## config.mk

```make
export PLATFORM = sky130hd
export DESIGN_NAME = display_power_idle_sleep_manager_unit
export DESIGN_NICKNAME = d
export VERILOG_FILES = /design/src/rtl/dpism_pkg.sv /design/src/rtl/dpism_cfg_regs.sv /design/src/rtl/dpism_ldr_scale.sv /design/src/rtl/dpism_core.sv /design/src/rtl/display_power_idle_sleep_manager_unit.sv
export VERILOG_INCLUDE_DIRS = /design/src /design/src/rtl
export SDC_FILE = /design/constraint.sdc
export NUM_CORES = 1
export LEC_CHECK = 0
export BUFFER_PORTS_ARGS = -buffer_cell sky130_fd_sc_hd__buf_4
export CORE_MARGIN = 2
export CORE_UTILIZATION = 30
export CTS_CLUSTER_DIAMETER = 40
export DETAILED_ROUTE_END_ITERATION = 6
export PLACE_DENSITY = 0.47
export SLEW_MARGIN = 0
export SYNTH_ARGS = -nofsm -noshare
export SYNTH_HDL_FRONTEND = slang
export SYNTH_HIERARCHICAL = 1
export SYNTH_SLANG_ARGS = --single-unit
```

## constraint.sdc

```tcl
create_clock -name clk -period 14.61 [get_ports clk]
set_clock_uncertainty 0.1 [all_clocks]
set_input_delay 0.7305 -clock clk [delete_from_list [all_inputs] [get_ports clk]]
set_output_delay 0.7305 -clock clk [all_outputs]
set_load 0.1 [all_outputs]
```

## src/rtl/display_power_idle_sleep_manager_unit_macros.svh

```systemverilog
// Assertion macros for the display power manager.
// Expects clk and arst_n in the scope of each use; no other dependencies.
`ifndef DISPLAY_POWER_IDLE_SLEEP_MANAGER_UNIT_MACROS_SVH
`define DISPLAY_POWER_IDLE_SLEEP_MANAGER_UNIT_MACROS_SVH

// Same-cycle implication, held off while in reset.
`define DPISM_CHK_IMP(lbl, ante, cons, msg) \
	lbl: assert property (@(posedge clk) disable iff (!arst_n) (ante) |-> (cons)) \
		else $error(msg);

// Next-cycle implication, held off while in reset.
`define DPISM_CHK_NEXT(lbl, ante, cons, msg) \
	lbl: assert property (@(posedge clk) disable iff (!arst_n) (ante) |=> (cons)) \
		else $error(msg);

`endif

```

## src/rtl/dpism_pkg.sv

```systemverilog
// Shared types, codes and constants of the display power manager.
// No dependencies; imported by every module of the block.
package dpism_pkg;

	localparam int CMD_W      = 3;
	localparam int LDR_W      = 12;
	localparam int LVL_W      = 8;
	localparam int MODE_W     = 2;
	localparam int PRESS_W    = 16;
	localparam int IDLE_W     = 24;
	localparam int CNT_W      = 16;
	localparam int DEB_W      = 8;
	localparam int CFG_IDX_W  = 3;
	localparam int CFG_DATA_W = 24;
	localparam int IN_DATA_W  = 24;
	localparam int OUT_DATA_W = 64;

	typedef enum logic [CMD_W-1:0] {
		CMD_TICK,
		CMD_BUTTON,
		CMD_ACTIVITY,
		CMD_SET_LEVEL,
		CMD_TOGGLE,
		CMD_SET_MODE,
		CMD_FORCE_SLEEP,
		CMD_FORCE_WAKE
	} cmd_t;

	typedef enum logic [MODE_W-1:0] {PWR_ACTIVE, PWR_IDLE, PWR_SLEEP} pwr_t;
	typedef enum logic [MODE_W-1:0] {CPU_HIGH, CPU_BALANCED, CPU_LOW} cpu_t;
	typedef enum logic [MODE_W-1:0] {BL_MANUAL, BL_AUTO, BL_OFF} bl_mode_t;

	typedef enum logic [CFG_IDX_W-1:0] {
		REG_IDLE_TIMEOUT,
		REG_SLEEP_TIMEOUT,
		REG_AUTO_INTERVAL,
		REG_AUTO_MIN,
		REG_AUTO_MAX,
		REG_DIM_LEVEL,
		REG_FULL_LEVEL
	} cfg_reg_t;

	typedef struct packed {
		logic [IDLE_W-1:0] idle_timeout;
		logic [IDLE_W-1:0] sleep_timeout;
		logic [CNT_W-1:0]  auto_interval;
		logic [LVL_W-1:0]  auto_min;
		logic [LVL_W-1:0]  auto_max;
		logic [LVL_W-1:0]  dim;
		logic [LVL_W-1:0]  full;
	} cfg_t;

	// One event after the sensor has been scaled to 0..255.
	typedef struct packed {
		cmd_t              cmd;
		logic [LVL_W-1:0]  frac;
		logic [LVL_W-1:0]  req_level;
		logic [MODE_W-1:0] req_mode;
	} item_t;

	typedef struct packed {
		pwr_t               pwr;
		cpu_t               cpu;
		bl_mode_t           bl;
		logic [LVL_W-1:0]   drive;
		logic [LVL_W-1:0]   stored;
		logic [PRESS_W-1:0] press;
		logic [IDLE_W-1:0]  idle;
	} res_t;

	localparam logic [IDLE_W-1:0] IDLE_TIMEOUT_RST  = 24'd30000;
	localparam logic [IDLE_W-1:0] SLEEP_TIMEOUT_RST = 24'd120000;
	localparam logic [CNT_W-1:0]  AUTO_INTERVAL_RST = 16'd500;
	localparam logic [LVL_W-1:0]  AUTO_MIN_RST      = 8'd10;
	localparam logic [LVL_W-1:0]  AUTO_MAX_RST      = 8'd255;
	localparam logic [LVL_W-1:0]  DIM_LEVEL_RST     = 8'd50;
	localparam logic [LVL_W-1:0]  FULL_LEVEL_RST    = 8'd255;

	localparam logic [DEB_W-1:0]  DEBOUNCE_TICKS = 8'd200;
	localparam logic [CNT_W-1:0]  WAKE_TICKS     = 16'd60000;
	localparam logic [IDLE_W-1:0] IDLE_MAX       = 24'hFF_FFFF;
	localparam logic [CNT_W-1:0]  AUTO_CNT_MAX   = 16'hFFFF;

	// Sensor clamp window and the scale 255/3000 = 17/200 = 17/8/25.
	localparam logic [LDR_W-1:0] LDR_LOW     = 12'd500;
	localparam logic [LDR_W-1:0] LDR_HIGH    = 12'd3500;
	localparam logic [LDR_W-1:0] LDR_SPAN    = 12'd3000;
	localparam logic [4:0]       SCALE_MUL   = 5'd17;
	localparam logic [12:0]      RECIP_25    = 13'd5243;
	localparam int               RECIP_SHIFT = 17;

endpackage

```

## src/rtl/dpism_cfg_regs.sv

```systemverilog
// Configuration register file of the display power manager.
// Depends on dpism_pkg for the register codes and the cfg_t layout.
module dpism_cfg_regs import dpism_pkg::*; (
	input  logic                  clk,
	input  logic                  arst_n,
	input  logic                  wr_en,
	input  logic [CFG_IDX_W-1:0]  wr_index,
	input  logic [CFG_DATA_W-1:0] wr_data,
	output cfg_t                  cfg
);

	cfg_t cfg_q;

	always_ff @(posedge clk or negedge arst_n) begin
		if (!arst_n) begin
			cfg_q.idle_timeout  <= IDLE_TIMEOUT_RST;
			cfg_q.sleep_timeout <= SLEEP_TIMEOUT_RST;
			cfg_q.auto_interval <= AUTO_INTERVAL_RST;
			cfg_q.auto_min      <= AUTO_MIN_RST;
			cfg_q.auto_max      <= AUTO_MAX_RST;
			cfg_q.dim           <= DIM_LEVEL_RST;
			cfg_q.full          <= FULL_LEVEL_RST;
		end else if (wr_en) begin
			unique case (cfg_reg_t'(wr_index))
				REG_IDLE_TIMEOUT:  cfg_q.idle_timeout  <= wr_data[IDLE_W-1:0];
				REG_SLEEP_TIMEOUT: cfg_q.sleep_timeout <= wr_data[IDLE_W-1:0];
				REG_AUTO_INTERVAL: cfg_q.auto_interval <= wr_data[CNT_W-1:0];
				REG_AUTO_MIN:      cfg_q.auto_min      <= wr_data[LVL_W-1:0];
				REG_AUTO_MAX:      cfg_q.auto_max      <= wr_data[LVL_W-1:0];
				REG_DIM_LEVEL:     cfg_q.dim           <= wr_data[LVL_W-1:0];
				REG_FULL_LEVEL:    cfg_q.full          <= wr_data[LVL_W-1:0];
				default: begin
					// drop writes to unmapped indexes
				end
			endcase
		end
	end

	assign cfg = cfg_q;

endmodule

```

## src/rtl/dpism_ldr_scale.sv

```systemverilog
// Light sensor front end: clamp to 500..3500 and scale onto 0..255.
// Depends on dpism_pkg for the clamp window and reciprocal constants.
module dpism_ldr_scale import dpism_pkg::*; (
	input  logic [LDR_W-1:0] sample,
	output logic [LVL_W-1:0] frac
);

	logic [LDR_W-1:0] offs;
	logic [15:0]      by17;
	logic [25:0]      recip;

	always_comb begin
		if (sample < LDR_LOW) begin
			offs = '0;
		end else if (sample > LDR_HIGH) begin
			offs = LDR_SPAN;
		end else begin
			offs = sample - LDR_LOW;
		end
	end

	// offs*255/3000 == ((offs*17) >> 3) / 25; the reciprocal is exact below 43690
	assign by17  = {4'b0, offs} * {11'b0, SCALE_MUL};
	assign recip = {13'b0, by17[15:3]} * {13'b0, RECIP_25};
	assign frac  = recip[RECIP_SHIFT +: LVL_W];

endmodule

```

## src/rtl/dpism_core.sv

```systemverilog
// Power, CPU and backlight state update for one event per cycle while load is high.
// Depends on dpism_pkg; the state registers double as the result register.
module dpism_core import dpism_pkg::*; (
	input  logic  clk,
	input  logic  arst_n,
	input  logic  load,
	input  item_t item,
	input  cfg_t  cfg,
	output res_t  res
);

	typedef struct packed {
		res_t             r;
		logic [DEB_W-1:0] deb;
		logic [CNT_W-1:0] auto_cnt;
		logic [CNT_W-1:0] wake;
	} st_t;

	st_t st_q;
	st_t nxt;

	logic               desc;
	logic [LVL_W-1:0]   mag;
	logic [2*LVL_W-1:0] prod;
	logic [2*LVL_W-1:0] rnd;
	logic [LVL_W-1:0]   qa;
	logic [LVL_W-1:0]   auto_lvl;
	logic [LVL_W:0]     dim_sum;
	logic [LVL_W-1:0]   dim_avg;

	// Auto level: min + frac*(max-min)/255, truncated toward zero either way.
	assign desc     = cfg.auto_max < cfg.auto_min;
	assign mag      = desc ? (cfg.auto_min - cfg.auto_max) : (cfg.auto_max - cfg.auto_min);
	assign prod     = {{LVL_W{1'b0}}, item.frac} * {{LVL_W{1'b0}}, mag};
	// exact divide by 255 for products of two 8-bit values
	assign rnd      = prod + {{LVL_W{1'b0}}, prod[2*LVL_W-1:LVL_W]} + 16'd1;
	assign qa       = rnd[2*LVL_W-1:LVL_W];
	assign auto_lvl = desc ? (cfg.auto_min - qa) : (cfg.auto_min + qa);
	assign dim_sum  = {1'b0, cfg.auto_min} + {1'b0, cfg.dim};
	assign dim_avg  = dim_sum[LVL_W:1];

	function automatic st_t f_set_level(st_t s, logic [LVL_W-1:0] lvl);
		st_t r;
		r = s;
		if (!(r.r.bl == BL_OFF && lvl != '0)) begin
			r.r.stored = lvl;
			r.r.drive  = lvl;
		end
		return r;
	endfunction

	function automatic st_t f_auto(st_t s, logic [LVL_W-1:0] al);
		st_t r;
		r = s;
		r.r.stored = al;
		r.r.drive  = al;
		return r;
	endfunction

	function automatic st_t f_set_mode(st_t s, bl_mode_t m, logic [LVL_W-1:0] al,
			logic [LVL_W-1:0] full);
		st_t r;
		r = s;
		r.r.bl = m;
		case (m)
			BL_MANUAL: r = f_set_level(r, (r.r.stored != '0) ? r.r.stored : full);
			BL_AUTO:   r = f_auto(r, al);
			default:   r.r.drive = '0;
		endcase
		return r;
	endfunction

	function automatic st_t f_enter_sleep(st_t s);
		st_t r;
		r = s;
		r.r.pwr   = PWR_SLEEP;
		r.r.drive = '0;
		r.r.cpu   = CPU_LOW;
		r.wake    = '0;
		return r;
	endfunction

	function automatic st_t f_exit_sleep(st_t s, logic [LVL_W-1:0] al,
			logic [LVL_W-1:0] full);
		st_t r;
		r = s;
		r.r.pwr  = PWR_ACTIVE;
		r.r.idle = '0;
		r.wake   = '0;
		r.r.cpu  = CPU_HIGH;
		if (r.r.bl == BL_AUTO) begin
			r = f_auto(r, al);
		end else begin
			r.r.bl     = BL_MANUAL;
			r.r.stored = full;
			r.r.drive  = full;
		end
		return r;
	endfunction

	function automatic st_t f_return_active(st_t s, logic [LVL_W-1:0] al,
			logic [LVL_W-1:0] full);
		st_t r;
		r = s;
		r.r.pwr = PWR_ACTIVE;
		r.r.cpu = CPU_HIGH;
		if (r.r.bl == BL_MANUAL) begin
			r = f_set_level(r, full);
		end else if (r.r.bl == BL_AUTO) begin
			r = f_auto(r, al);
		end
		return r;
	endfunction

	function automatic st_t f_activity(st_t s, logic [LVL_W-1:0] al,
			logic [LVL_W-1:0] full);
		st_t r;
		r = s;
		r.r.idle = '0;
		if (r.r.pwr == PWR_IDLE) begin
			r = f_return_active(r, al, full);
		end
		return r;
	endfunction

	always_comb begin
		nxt = st_q;
		unique case (item.cmd)
			CMD_TICK: begin
				if (nxt.r.idle != IDLE_MAX) nxt.r.idle = nxt.r.idle + 24'd1;
				if (nxt.deb < DEBOUNCE_TICKS) nxt.deb = nxt.deb + 8'd1;
				if (nxt.r.pwr == PWR_SLEEP) begin
					// auto counter freezes while asleep
					nxt.wake = nxt.wake + 16'd1;
					if (nxt.wake >= WAKE_TICKS) nxt = f_exit_sleep(nxt, auto_lvl, cfg.full);
				end else begin
					if (nxt.r.bl == BL_AUTO) begin
						if (nxt.auto_cnt != AUTO_CNT_MAX) nxt.auto_cnt = nxt.auto_cnt + 16'd1;
						if (nxt.auto_cnt >= cfg.auto_interval) begin
							nxt.auto_cnt = '0;
							nxt          = f_auto(nxt, auto_lvl);
						end
					end
					if (nxt.r.idle >= cfg.sleep_timeout) begin
						nxt = f_enter_sleep(nxt);
					end else if (nxt.r.idle >= cfg.idle_timeout) begin
						if (nxt.r.pwr == PWR_ACTIVE) begin
							nxt.r.pwr = PWR_IDLE;
							nxt.r.cpu = CPU_BALANCED;
							if (nxt.r.bl == BL_MANUAL) begin
								nxt.r.drive  = cfg.dim;
								nxt.r.stored = cfg.dim;
							end else if (nxt.r.bl == BL_AUTO) begin
								nxt.r.drive  = dim_avg;
								nxt.r.stored = dim_avg;
							end
						end
					end else if (nxt.r.pwr == PWR_IDLE) begin
						nxt = f_return_active(nxt, auto_lvl, cfg.full);
					end
				end
			end
			CMD_BUTTON: begin
				if (nxt.deb >= DEBOUNCE_TICKS) begin
					nxt.deb     = '0;
					nxt.r.press = nxt.r.press + 16'd1;
					if (nxt.r.pwr == PWR_SLEEP) begin
						nxt = f_exit_sleep(nxt, auto_lvl, cfg.full);
					end else begin
						// cycle manual -> auto -> off -> manual at full level
						case (nxt.r.bl)
							BL_MANUAL: nxt = f_set_mode(nxt, BL_AUTO, auto_lvl, cfg.full);
							BL_AUTO:   nxt = f_set_mode(nxt, BL_OFF, auto_lvl, cfg.full);
							default: begin
								nxt.r.stored = cfg.full;
								nxt          = f_set_mode(nxt, BL_MANUAL, auto_lvl, cfg.full);
							end
						endcase
					end
					nxt = f_activity(nxt, auto_lvl, cfg.full);
				end
			end
			CMD_ACTIVITY: nxt = f_activity(nxt, auto_lvl, cfg.full);
			CMD_SET_LEVEL: nxt = f_set_level(nxt, item.req_level);
			CMD_TOGGLE: begin
				nxt = f_set_level(nxt, (nxt.r.stored != '0) ? {LVL_W{1'b0}} : cfg.full);
			end
			CMD_SET_MODE: begin
				if (item.req_mode <= MODE_W'(BL_OFF)) begin
					nxt = f_set_mode(nxt, bl_mode_t'(item.req_mode), auto_lvl, cfg.full);
				end
			end
			CMD_FORCE_SLEEP: nxt = f_enter_sleep(nxt);
			CMD_FORCE_WAKE: begin
				if (nxt.r.pwr == PWR_SLEEP) nxt = f_exit_sleep(nxt, auto_lvl, cfg.full);
			end
			default: begin
				// all codes are decoded above
			end
		endcase
	end

	always_ff @(posedge clk or negedge arst_n) begin
		if (!arst_n) begin
			st_q.r.pwr    <= PWR_ACTIVE;
			st_q.r.cpu    <= CPU_HIGH;
			st_q.r.bl     <= BL_MANUAL;
			st_q.r.drive  <= FULL_LEVEL_RST;
			st_q.r.stored <= FULL_LEVEL_RST;
			st_q.r.press  <= '0;
			st_q.r.idle   <= '0;
			st_q.deb      <= '0;
			st_q.auto_cnt <= '0;
			st_q.wake     <= '0;
		end else if (load) begin
			st_q <= nxt;
		end
	end

	assign res = st_q.r;

endmodule

```

## src/rtl/display_power_idle_sleep_manager_unit.sv

```systemverilog
// Display power, idle and sleep manager. Each input beat is one event (millisecond
// tick, debounced button press, user activity, set level, level toggle, set mode,
// force sleep, force wake) together with the current light-sensor sample; each
// accepted beat yields exactly one output beat carrying the power state, CPU speed
// mode, backlight mode, driven and stored backlight levels, press count and idle
// time after that event. The block takes one beat per clock, sustained while m_tready
// is high: the sensor is clamped and scaled into the input register, and the state
// update then completes into the state registers, which also serve as the output
// register. The throughput is set by that one state register loop, with a single
// 8x8 multiply for the auto level in it.
// The input register can take a new beat while it is empty and a result waits on m_tready.
// Configuration writes are taken at any time (cfg_ready is tied high) but should
// only be issued while no beat is in flight. Uses dpism_pkg, dpism_cfg_regs,
// dpism_ldr_scale, dpism_core and the assertion macro header.
`include "display_power_idle_sleep_manager_unit_macros.svh"

module display_power_idle_sleep_manager_unit import dpism_pkg::*; (
	input  logic                  clk,
	input  logic                  arst_n,
	// event stream
	input  logic                  s_tvalid,
	output logic                  s_tready,
	input  logic [IN_DATA_W-1:0]  s_tdata,  // ldr_sample[11:0], req_level[19:12], req_mode[21:20]
	input  logic [CMD_W-1:0]      s_tuser,  // cmd[2:0]
	// result stream
	output logic                  m_tvalid,
	input  logic                  m_tready,
	output logic [OUT_DATA_W-1:0] m_tdata,  // power_state[1:0], cpu_speed[3:2],
	                                        // light_mode[5:4], drive_level[13:6],
	                                        // stored_level[21:14], press_total[37:22],
	                                        // idle_ms[61:38]
	// configuration write channel
	input  logic                  cfg_valid,
	output logic                  cfg_ready,
	input  logic [CFG_IDX_W-1:0]  cfg_index,
	input  logic [CFG_DATA_W-1:0] cfg_data
);

	cfg_t             cfg;
	logic [LVL_W-1:0] frac;
	item_t            item_in;
	item_t            item_s1;
	logic             valid_s1;
	logic             m_valid_q;
	logic             out_free;
	logic             load;
	logic             s_accept;
	res_t             res;

	assign cfg_ready = 1'b1;

	dpism_cfg_regs u_cfg (
		.clk      (clk),
		.arst_n   (arst_n),
		.wr_en    (cfg_valid),
		.wr_index (cfg_index),
		.wr_data  (cfg_data),
		.cfg      (cfg)
	);

	// Scale the sensor on the way in so the state loop sees only an 8-bit fraction.
	dpism_ldr_scale u_ldr (
		.sample (s_tdata[LDR_W-1:0]),
		.frac   (frac)
	);

	assign item_in.cmd       = cmd_t'(s_tuser);
	assign item_in.frac      = frac;
	assign item_in.req_level = s_tdata[LDR_W +: LVL_W];
	assign item_in.req_mode  = s_tdata[LDR_W+LVL_W +: MODE_W];

	// The output slot frees when empty or taken this cycle; the input register then
	// moves into the state update. Accept a new beat whenever the input register
	// is empty or drains in the same cycle.
	assign out_free = !m_valid_q || m_tready;
	assign load     = valid_s1 && out_free;
	assign s_tready = !valid_s1 || out_free;
	assign s_accept = s_tvalid && s_tready;

	always_ff @(posedge clk or negedge arst_n) begin
		if (!arst_n) begin
			valid_s1  <= 1'b0;
			m_valid_q <= 1'b0;
		end else begin
			if (s_accept) begin
				valid_s1 <= 1'b1;
			end else if (load) begin
				valid_s1 <= 1'b0;
			end
			if (load) begin
				m_valid_q <= 1'b1;
			end else if (m_tready) begin
				m_valid_q <= 1'b0;
			end
		end
	end

	// Hold the item payload until it is consumed.
	always_ff @(posedge clk) begin
		if (s_accept) begin
			item_s1 <= item_in;
		end
	end

	dpism_core u_core (
		.clk    (clk),
		.arst_n (arst_n),
		.load   (load),
		.item   (item_s1),
		.cfg    (cfg),
		.res    (res)
	);

	assign m_tvalid = m_valid_q;
	assign m_tdata  = {2'b00, res.idle, res.press, res.stored, res.drive,
		res.bl, res.cpu, res.pwr};

	// CPU mode tracks the power state one for one: high, balanced, low.
	`DPISM_CHK_IMP(a_cpu_follows_power, 1'b1, MODE_W'(res.pwr) == MODE_W'(res.cpu), "cpu mode out of step with power state")
	// Backlight off never drives a nonzero level.
	`DPISM_CHK_IMP(a_off_is_dark, res.bl == BL_OFF, res.drive == '0, "backlight off but drive nonzero")
	// A waiting input beat is neither dropped nor altered while the output stalls.
	`DPISM_CHK_NEXT(a_s1_held, valid_s1 && !out_free, valid_s1 && $stable(item_s1), "held input beat lost")
	// State and result change only when a beat moves into the update.
	`DPISM_CHK_NEXT(a_state_on_load, !load, $stable(res), "state changed without a beat")

endmodule

```

==> qor.txt <==
outcome - finished, violations left
failing checks - DRC
Crit Path Max Fanout - 11
most used cell, CP - a21oi_1
final hold viol count - 0
Wirelength per Cell - 18.34 um
drc violations - 2
simple-gate area share of the yosys netlist - 15.17%
top post-synthesis cells by area - dfrtp_1 (15%), ha_1 (14%), fa_1 (7.9%)
CTS tree - yes
Critical-path top delay cell - o22ai_1
Synth Flop Type - dfrtp_1
CP startpoint kind - flop
min-delay worst type - primary input to async pin
Final Setup Violations - 0
clk buf depth - 3
synthesized cell area - 0.02313 mm^2
CP arrival - 13.84 ns
initial antenna violation count - 6
Die Y - 281.7 um
post-synthesis adder-cell area fraction - 21.87%
final worst path period share - 92.24%
grt ovf - 0
DP Area - 0.02460 mm^2
worst rel slew slack - 24.61%
# Post-CTS Setup Buffers - 0
R2R Setup Slk - 1.13 ns
most frequent cells after synthesis - inv_1 (291), ha_1 (258), nor2_1 (168), nand2_1 (165), o21ai_0 (151)
Core Util, Final - 34.00%
fmax - 74.20 MHz
Placer Congestion - 0.8878
IO Port Bufs - 120
Root Driver - clkbuf_16
Tmin final - 13.48 ns
share of the synthesized area in the top cell type - 15.47%
Worst R2R Path Depth - 49
Worst EP required - 14.97 ns
final instance area - 0.02591 mm^2
Worst R2R Start - u_cfg/cfg[25]
routing usage on met3 - 2.436%
Synth async-reset ratio - 90.50%
syn avg cell area - 8.857 um^2
count leader, synth - inv_1
Critical Path Max Stage Delay - 0.66 ns
# hold bufs at CTS - 0
core area - 0.07620 mm^2
Worst-Margin Slew - 1.129 ns
busiest grt layer - met2
Seq/Total Area, Yosys - 24.67%
Core Rows - 101
routing usage on met2 - 27.86%
largest family of logic cells by synthesized area - adder cells
vias per inst - 5.198
final WL - 67.64 mm
Syn. warnings - 6
Sink Count - 221
Slew Viols, Final - 0
Starting DRT DRC Count - 1443
post-synthesis cell count - 2612
post-detail-place hpwl - 51.58 mm
xor/xnor share of the synthesized area - 5.111%
ANT nets after route - 0
TritonRoute pass-1 iters - 7
H-tree levels - 2
largest net degree at the start of global routing - 88
first-pass GRT wire length - 107.3 mm
Yosys cell types - 104
Max-Cap Viols - 0
setup_tns - 0 ns
layout net count - 3032
Seq cells post-synth - 221
starting density of the core - 30.36%
critical path class - flop to flop
Worst-Skew Late Latency - 0.56 ns
CTS-repair resized insts - 0
vias in the first global route - 19240
# IOs - 126
layout cells sized above 1 - 15.00%
unrepaired setup endpoints after global routing - no
GR Layer Usage met1 - 22.86%
Die X - 281.7 um
Total GRT Usage - 16.83%
TritonCTS Buffers - 38
compound-gate portion of the synthesized area - 17.85%
DIE AREA - 0.07935 mm^2
cell taking the most area after synthesis - dfrtp_1
Layout fillers - 7856
post-synthesis mux area share - 6.452%
CP Capture Type - flop
detailed-route via count - 19170
Post-synth EDFFs - 21
Reg clk slew, reported paths - 0.05 ns
synth-to-layout area growth - 12.01%
## how the worst max path moves through the flow
stage	start	to	slack [ns]
after floorplan	u_cfg/cfg[25]	flop	2.78
after global placement	u_cfg/cfg[25]	flop	1.27
after detailed placement	u_cfg/cfg[25]	flop	1.07
after CTS	u_cfg/cfg[25]	flop	1.03
after global routing	u_cfg/cfg[25]	flop	0.16
final	u_cfg/cfg[25]	flop	1.13
## placed cells by master (no fill, tap or decap), drive strengths merged, types with 11 or more instances in the layout
cell    count
a221oi     11
o31ai      32
o22ai      19
xnor2      88
o21a       18
mux2i      22
a211oi     27
and2       51
buf       143
nor3       42
o211ai     22
nor4       12
xor2       44
dfrtp     143
a21oi     136
nor2      171
o21ai     154
o21bai     11
a31oi      17
and3       26
o221ai     13
clkbuf     48
nand4      29
nand2     166
nand2b     48
edfxtp     21
nand3      63
fa         91
a21boi     11
ha        258
dfstp      57
mux2      113
a21o       38
nor2b      38
o41ai      15
inv       295
## cells by family after synthesis
group	count (synthesis)
adder cells (fa/ha/maj)	350
AND/OR/NAND/NOR	691
AO/OA/AOI/OAI	617
multiplexers	135
buffers and inverters	464
other	2
XOR/XNOR	132
flip-flops	221
## registers in the layout (all words and copies together), names as in the netlist, named ones only
signal,cells
item_s1,21
u_core/st_q,40
valid_s1,1
m_tvalid,1
u_core/res,58
u_cfg/cfg,96
## through the flow
step,hold WS [ns],std cells,worst slack [ns]
after floorplan,0.3349,2613,2.778
after global placement,0.3622,3614,1.268
after detailed placement,0.3782,3614,1.069
after CTS,0.1822,3684,1.035
after global routing,0.2208,3687,0.1557
final,0.1828,3688,1.133
## area by class of cell
type	count	area [um^2]	area share (%)
multi-input combinational	1928	15430	59.54
sequential	221	5707	22.02
tap	1030	1289	4.973
inverter	291	1092	4.215
timing repair buffer	144	1087	4.196
clock buffer	47	1036	3.998
clock inverter	23	262.8	1.014
antenna	4	10.01	0.03863
## layer usage
metal	wire length, um	up-vias
met5	40	-
met4	1532	6
met3	3729	120
met2	31740	535
met1	30600	9340
li1	-	9168
## critical path, delay by kind of cell, from the launching register on
family / cells / cell delay, ns
buffers and inverters: 5 / 0.50
flip-flops: 1 / 0.63
AND/OR/NAND/NOR: 4 / 0.80
XOR/XNOR: 5 / 1.15
multiplexers: 1 / 0.41
adder cells (fa/ha/maj): 9 / 3.94
AO/OA/AOI/OAI: 25 / 5.81
Power is not shown: default switching activity piles up to over one toggle a cycle in this logic, so the estimate is an artifact.
